### src/design/disjoint_set_union_engine_assert.svh
// ----------------------------------------------------------------------------
// disjoint-set union engine assertion macros
// shared property forms for the engine's concurrent checks
// ----------------------------------------------------------------------------
`ifndef DISJOINT_SET_UNION_ENGINE_ASSERT_SVH
`define DISJOINT_SET_UNION_ENGINE_ASSERT_SVH

// same-cycle implication, masked during reset
`define DSU_ASSERT_IMPLY(label, clk, rst, ante, cons, msg) \
   label: assert property (@(posedge clk) disable iff (rst) (ante) |-> (cons)) \
      else $error(msg);

// next-cycle implication, masked during reset
`define DSU_ASSERT_NEXT(label, clk, rst, ante, cons, msg) \
   label: assert property (@(posedge clk) disable iff (rst) (ante) |=> (cons)) \
      else $error(msg);

`endif

### src/design/dsu_pkg.sv
// ----------------------------------------------------------------------------
// dsu_pkg
// shared constants, word types and controller/datapath interface structs
// ----------------------------------------------------------------------------
`default_nettype none

package dsu_pkg;

   // element index width and table depth
   localparam int ELEM_W       = 10;
   localparam int MAX_ELEMENTS = 1 << ELEM_W;
   localparam int COUNT_W      = ELEM_W + 1;
   localparam int RANK_W       = 4;

   localparam logic [COUNT_W-1:0] COUNT_RESET = COUNT_W'(MAX_ELEMENTS);
   localparam logic [RANK_W-1:0]  RANK_MAX    = '1;

   // command codes
   typedef enum logic [1:0] {
      CMD_FIND  = 2'd0,
      CMD_UNION = 2'd1,
      CMD_MAKE  = 2'd2,
      CMD_NONE  = 2'd3
   } dsu_cmd_type;

   // request word
   typedef struct packed {
      dsu_cmd_type       command;
      logic [ELEM_W-1:0] elem_a;
      logic [ELEM_W-1:0] elem_b;
   } dsu_req_type;

   // response word
   typedef struct packed {
      logic [ELEM_W-1:0] root;
      logic              merged;
      logic              same_set;
      logic              bad_index;
   } dsu_rsp_type;

   // controller to datapath commands
   typedef struct packed {
      logic clear_step;
      logic capture;
      logic self_link;
      logic load_start;
      logic walk_next;
      logic root_take;
      logic comp_start;
      logic comp_step;
      logic rank_b_rd;
      logic link;
      logic rsp_load;
      logic phase_b;
   } dsu_ctl_type;

   // datapath to controller status
   typedef struct packed {
      logic        clear_last;
      logic        bad;
      dsu_cmd_type cmd;
      logic        at_root;
      logic        start_is_cur;
      logic        comp_done;
      logic        roots_equal;
      logic        out_free;
   } dsu_sts_type;

endpackage

`default_nettype wire

### src/design/dsu_ctrl.sv
// ----------------------------------------------------------------------------
// dsu_ctrl
// sequencer for clearing, root walks, path compression and linking
// ----------------------------------------------------------------------------
`default_nettype none
`include "disjoint_set_union_engine_assert.svh"

module dsu_ctrl (
   input  wire logic                 clock,
   input  wire logic                 reset,
   input  wire logic                 req_valid,
   output      logic                 req_stall,
   input  wire dsu_pkg::dsu_sts_type sts,
   output      dsu_pkg::dsu_ctl_type ctl
);

   typedef enum logic [3:0] {
      ST_CLEAR,
      ST_IDLE,
      ST_START,
      ST_LOAD,
      ST_WALK,
      ST_COMP,
      ST_PHASE,
      ST_RANK_A,
      ST_RANK_B,
      ST_LINK,
      ST_FINISH
   } state_type;

   state_type state_ff, state_in;
   logic      phase_b_ff, phase_b_in;

   // next state and commands
   always_comb begin
      state_in    = state_ff;
      phase_b_in  = phase_b_ff;
      ctl         = '0;
      ctl.phase_b = phase_b_ff;
      case (state_ff)
         ST_CLEAR: begin
            ctl.clear_step = 1'b1;
            if (sts.clear_last) begin
               state_in = ST_IDLE;
            end
         end
         ST_IDLE: begin
            phase_b_in = 1'b0;
            if (req_valid) begin
               ctl.capture = 1'b1;
               state_in    = ST_START;
            end
         end
         ST_START: begin
            if (sts.bad || (sts.cmd == dsu_pkg::CMD_NONE)) begin
               state_in = ST_FINISH;
            end else if (sts.cmd == dsu_pkg::CMD_MAKE) begin
               ctl.self_link = 1'b1;
               state_in      = ST_FINISH;
            end else begin
               state_in = ST_LOAD;
            end
         end
         ST_LOAD: begin
            ctl.load_start = 1'b1;
            state_in       = ST_WALK;
         end
         // follow parent links until an element points at itself
         ST_WALK: begin
            if (!sts.at_root) begin
               ctl.walk_next = 1'b1;
            end else begin
               ctl.root_take = 1'b1;
               if (sts.start_is_cur) begin
                  state_in = ST_PHASE;
               end else begin
                  ctl.comp_start = 1'b1;
                  state_in       = ST_COMP;
               end
            end
         end
         // second pass points each element on the path at the root
         ST_COMP: begin
            ctl.comp_step = 1'b1;
            if (sts.comp_done) begin
               state_in = ST_PHASE;
            end
         end
         ST_PHASE: begin
            if ((sts.cmd == dsu_pkg::CMD_UNION) && !phase_b_ff) begin
               phase_b_in = 1'b1;
               state_in   = ST_LOAD;
            end else if ((sts.cmd == dsu_pkg::CMD_UNION) && !sts.roots_equal) begin
               state_in = ST_RANK_A;
            end else begin
               state_in = ST_FINISH;
            end
         end
         ST_RANK_A: begin
            state_in = ST_RANK_B;
         end
         ST_RANK_B: begin
            ctl.rank_b_rd = 1'b1;
            state_in      = ST_LINK;
         end
         ST_LINK: begin
            ctl.link = 1'b1;
            state_in = ST_FINISH;
         end
         ST_FINISH: begin
            if (sts.out_free) begin
               ctl.rsp_load = 1'b1;
               state_in     = ST_IDLE;
            end
         end
         default: begin
            state_in = ST_IDLE;
         end
      endcase
   end

   // state and registered outputs
   always_ff @(posedge clock) begin
      if (reset) begin
         state_ff   <= ST_CLEAR;
         phase_b_ff <= 1'b0;
      end else begin
         state_ff   <= state_in;
         phase_b_ff <= phase_b_in;
      end
   end

   assign req_stall = (state_ff != ST_IDLE);

   // rejected or unused commands go straight to the response
   `DSU_ASSERT_NEXT(a_start_bad, clock, reset, (state_ff == ST_START) && sts.bad, state_ff == ST_FINISH, "rejected word touched the table")
   // linking only ever joins two distinct roots
   `DSU_ASSERT_IMPLY(a_link_distinct, clock, reset, state_ff == ST_LINK, !sts.roots_equal, "link with equal roots")

endmodule

`default_nettype wire
### config.mk
export PLATFORM = sky130hd
export DESIGN_NAME = dsu_ctrl
export DESIGN_NICKNAME = d
export VERILOG_FILES = /design/src/design/dsu_pkg.sv /design/src/design/dsu_ctrl.sv
export VERILOG_INCLUDE_DIRS = /design/src /design/src/design
export SDC_FILE = /design/constraint.sdc
export NUM_CORES = 1
export LEC_CHECK = 0
export BUFFER_PORTS_ARGS = -buffer_cell sky130_fd_sc_hd__buf_2
export CORE_UTILIZATION = 33
export CTS_BUF_LIST = sky130_fd_sc_hd__clkbuf_8
export CTS_CLUSTER_SIZE = 40
export DETAILED_ROUTE_END_ITERATION = 10
export PLACE_DENSITY = 0.7
export SLEW_MARGIN = 30
export SYNTH_ARGS = -nofsm -noshare
export SYNTH_HDL_FRONTEND = slang
export SYNTH_SLANG_ARGS = --single-unit
### constraint.sdc
create_clock -name clock -period 4.2 [get_ports clock]
set_input_delay 1.05 -clock clock [delete_from_list [all_inputs] [get_ports clock]]
set_output_delay 1.05 -clock clock [all_outputs]
set_load 0.05 [all_outputs]
# After elaboration in Yosys (flattened, before gate mapping)
# Cells that the tools add are included.
[classes]
n_eq_ne = 20
muxes = 29
reduce_logical = 9
[op_table]
columns = ["operator", "n"]
rows = [
  ["4-bit one-hot mux with 11 select lines", 1],
  ["4-bit two-way mux", 9],
  ["4-bit by 3-bit == test with 1-bit output (second input constant)", 4],
  ["1-bit two-way mux", 15],
  ["4-bit == test (second input constant)", 3],
  ["2-bit inequality test (second input constant)", 6],
  ["4-bit by 2-bit == test with 1-bit output (second input constant)", 2],
  ["5-bit AND reduction", 1],
  ["2-bit == test (second input constant)", 2],
  ["4-bit by 1-bit == test with 1-bit output (second input constant)", 1],
  ["4-bit zero test", 1],
  ["2-bit two-way mux", 2],
  ["4-bit by 1-bit inequality test with 1-bit output (second input constant)", 1],
  ["3-bit two-way mux", 1],
  ["2-bit by 1-bit == test with 1-bit output (second input constant)", 1],
  ["1-bit logical AND", 2],
  ["1-bit zero test", 2],
  ["1-bit one-hot mux with 2 select lines", 1],
  ["2-bit AND reduction", 1],
  ["2-bit nonzero test", 1],
  ["1-bit logical OR", 1],
]
[totals]
regBits = 5
out_inout_bits = 13
elab_cells = 60
in_bits = 12

# Logic depth before layout (Yosys ltp)
[logic_depth]
ltp_word = 5
depth_mapped = 6
ltp_nobuf = 4

# Worst setup path after synthesis
# Ideal clock, no wire load.
[synth_path]
path_kind = "input to output"
from = "in sts[4] in the netlist's numbering"
to = "out ctl[5] in the netlist's numbering"
arrival_time_ps = 2173
n_path_buf = 0
stages = 2
t_required_ps = 3150
path_slack_ps = 977
path_cell_list = "inv_1 -> nor3_1"
[synth_rtl]
columns = ["element", "line", "source"]
rows = [
  ["start: declaration", "dsu_ctrl.sv:13", "input wire dsu_pkg::dsu_sts_type sts,"],
  ["end: declaration", "dsu_ctrl.sv:14", "output dsu_pkg::dsu_ctl_type ctl"],
]

==> run metrics <==
# port buffers 24; RSZ-0062 raised after global routing no; Power Total ~0.00041 W; first-pass iteration count of the detailed router 4; Peak VDD IR around 310 uV; GR Util met1 19.9%; # rows 14; HP Class reg -> reg; HPWL after DPL 963 um; CTS Hold Bufs 0; Routed Antenna Nets 0; max cap viols 0; synth top area cells dfxtp_1, nor2_1, a211oi_2; largest net degree at the start of global routing 18; headroom to the max-slew limit 63.1%; clk_skew 0.000926 ns; I/O pin total 25; share of flip-flops with an asynchronous set or reset 0%; layout cells sized above 1 33.7%; Reg2Reg Depth 4; Most Crowded Layer GR met2; RR Startpoint state_ff[2]$_SDFFE_PP0P_; Setup WS post-layout 1.33 ns; fin crit share slightly below 70%; Overflow after GRT 0; CTS Root Cell clkbuf_8; Crit. End Element primary output; vias in the first global route 538; Global Route met3 Usage less than 1%; number of inserted diodes 0; core area 0.00149 mm2; Post-Syn Instances between 70 and 80; predominant post-synthesis flop cell dfxtp_1; setup slack at placement 1.48 ns; clk sinks 5; Required @ worst endpoint 3.15 ns; drt wl/cell 11.7 um; Layout area overhead 29.1%; sequential-to-total area share from yosys stat approximately a fifth; worst setup path start state_ff[2]$_SDFFE_PP0P_; Fill cells 159; # nets final between 100 and 150; critical path class reg -> out; H-tree depth 1; CP startpoint kind register; Critical R2R Capture state_ff[0]$_SDFFE_PP0P_; Post-CTS Setup Inserts 0; Post-route DRC 0; initial core utilization 35.2%; CP Max Fanout 17; Worst-path clk slew 0.03 ns; setup TNS 0 ns; DR iter-0 viols 9; Die Wd between 40 and 50 um; status finished, final reports clean; most common cell after layout, fill and taps aside buf_2; initial antenna violation count 0; Die Y 41.9 um; die area ~0.0018 mm2; PostCTS Resize Cnt 0; Final Core Density a little under half; Syn Nets 85; mapped cell area between 500 and 600 um2; TritonCTS buffer count 3; DR vias/cell 5.48; YS warnings 0; total number of vias 608; Avg Inst Size Synth 7.18 um2; Yosys top cell area share 19.1%; CTS tree yes; worst skew pair latency 0.21 ns; first-pass GRT wire length 2160 um; Post-Route WL ~1300 um; Critical Path Sink ctl[5]; flops & latches, synth 5; Critical Path AT 1.82 ns; count of final setup violators 0; Power Density 612 mW/mm2; Fin. Hold Viols 0; P_leak between 0.3 and 0.4 nW; largest area contributor in the synthesized netlist dfxtp_1; Least-Margin Pin Slew 0.552 ns; Cell variety after synth 33; max-slew violations 0; GPL Wtd Cong 0.821; Period minus WS final between 2 and 3 ns; Post-synth EDFFs 0; Tot GR Track Use 15.4%; met2 usage approximately a quarter; R2R Setup Slk roughly 2.5 ns; max frequency 0.349 GHz; CTS max path bufs 2; most frequent cells in the layout buf_2, nor2_1, inv_1, nand2_1
==> registers in the layout, summed over array words and instances (netlist names) <==
register    count
state_ff        4
phase_b_ff      1
==> worst min-delay path by stage <==
| stage | start | to | slack [ns] | cells after the start |
|---|---|---|---|---|
| 2_1_floorplan | phase_b_ff$_SDFFE_PP0P_ | phase_b_ff$_SDFFE_PP0P_ | 0.45 | 2 |
| 3_3_place_gp | phase_b_ff$_SDFFE_PP0P_ | phase_b_ff$_SDFFE_PP0P_ | 0.48 | 2 |
| 3_5_place_dp | phase_b_ff$_SDFFE_PP0P_ | phase_b_ff$_SDFFE_PP0P_ | 0.49 | 2 |
| 4_1_cts | phase_b_ff$_SDFFE_PP0P_ | phase_b_ff$_SDFFE_PP0P_ | 0.49 | 2 |
| 5_1_grt | phase_b_ff$_SDFFE_PP0P_ | phase_b_ff$_SDFFE_PP0P_ | 0.51 | 2 |
| 6_report | phase_b_ff$_SDFFE_PP0P_ | phase_b_ff$_SDFFE_PP0P_ | 0.49 | 2 |
==> layer usage <==
layer / wire, um / share of wire, %
met5: 0 / 0
met4: 0 / 0
met3: 39 / 3.0
met2: 636 / 49
met1: 618 / 48
==> power by group <==
part            total, W  switching [W]  internal, W
registers      0.0000994      0.0000407    0.0000587
clock network  0.0000836      0.0000211    0.0000624
logic           0.000231       0.000150    0.0000807
total           0.000414       0.000212     0.000202
==> cell families (layout without fill, tap and decap cells) <==
| kind of cell | count (synthesis) | in the layout | share of synthesized area (%) |
|---|---|---|---|
| AO/OA/AOI/OAI | 19 | 19 | 29.6 |
| buffers and inverters | 11 | 33 | 9.79 |
| flip-flops | 5 | 5 | 19.1 |
| multiplexers | 1 | 1 | 2.15 |
| AND/OR/NAND/NOR | 37 | 37 | 39.4 |
==> cell usage after synthesis (2+ instances only) <==
cell      count
a211oi_2      2
a21o_1        2
a21oi_1       3
a22oi_1       2
and3_1        2
buf_2         2
buf_4         2
clkbuf_1      2
dfxtp_1       5
inv_1         5
nand2_1       6
nand2b_1      3
nor2_1        9
nor3_1        5
o21a_1        2
o21ai_0       2
or3_1         3
==> cell type report <==
cell class | instances | area [um2] | share of cell area, %
Clock inverter | 1 | 3.75 | 0.555
Clock buffer | 3 | 41.3 | 6.10
Multi-Input combinational cell | 57 | 373 | 55.1
Inverter | 5 | 18.8 | 2.77
Tap cell | 16 | 20.0 | 2.96
Timing Repair Buffer | 24 | 120 | 17.7
Sequential cell | 5 | 100 | 14.8
==> worst max-delay path, stage by stage, from the launching register on <==
cell and delay [ns]:
dfxtp_1 0.63, or4b_4 0.55, nor3_1 0.13, buf_2 0.28
==> per-stage QoR <==
step / hold WS [ns] / instance area (um2) / std cells
after CTS: 0.494 / 677 / 111
after floorplan: 0.452 / 524 / 73
after global placement: 0.477 / 632 / 107
after global routing: 0.512 / 677 / 111
after detailed placement: 0.488 / 632 / 107
final: 0.491 / 677 / 111
Note: power is estimated with default switching activity, not from simulation.
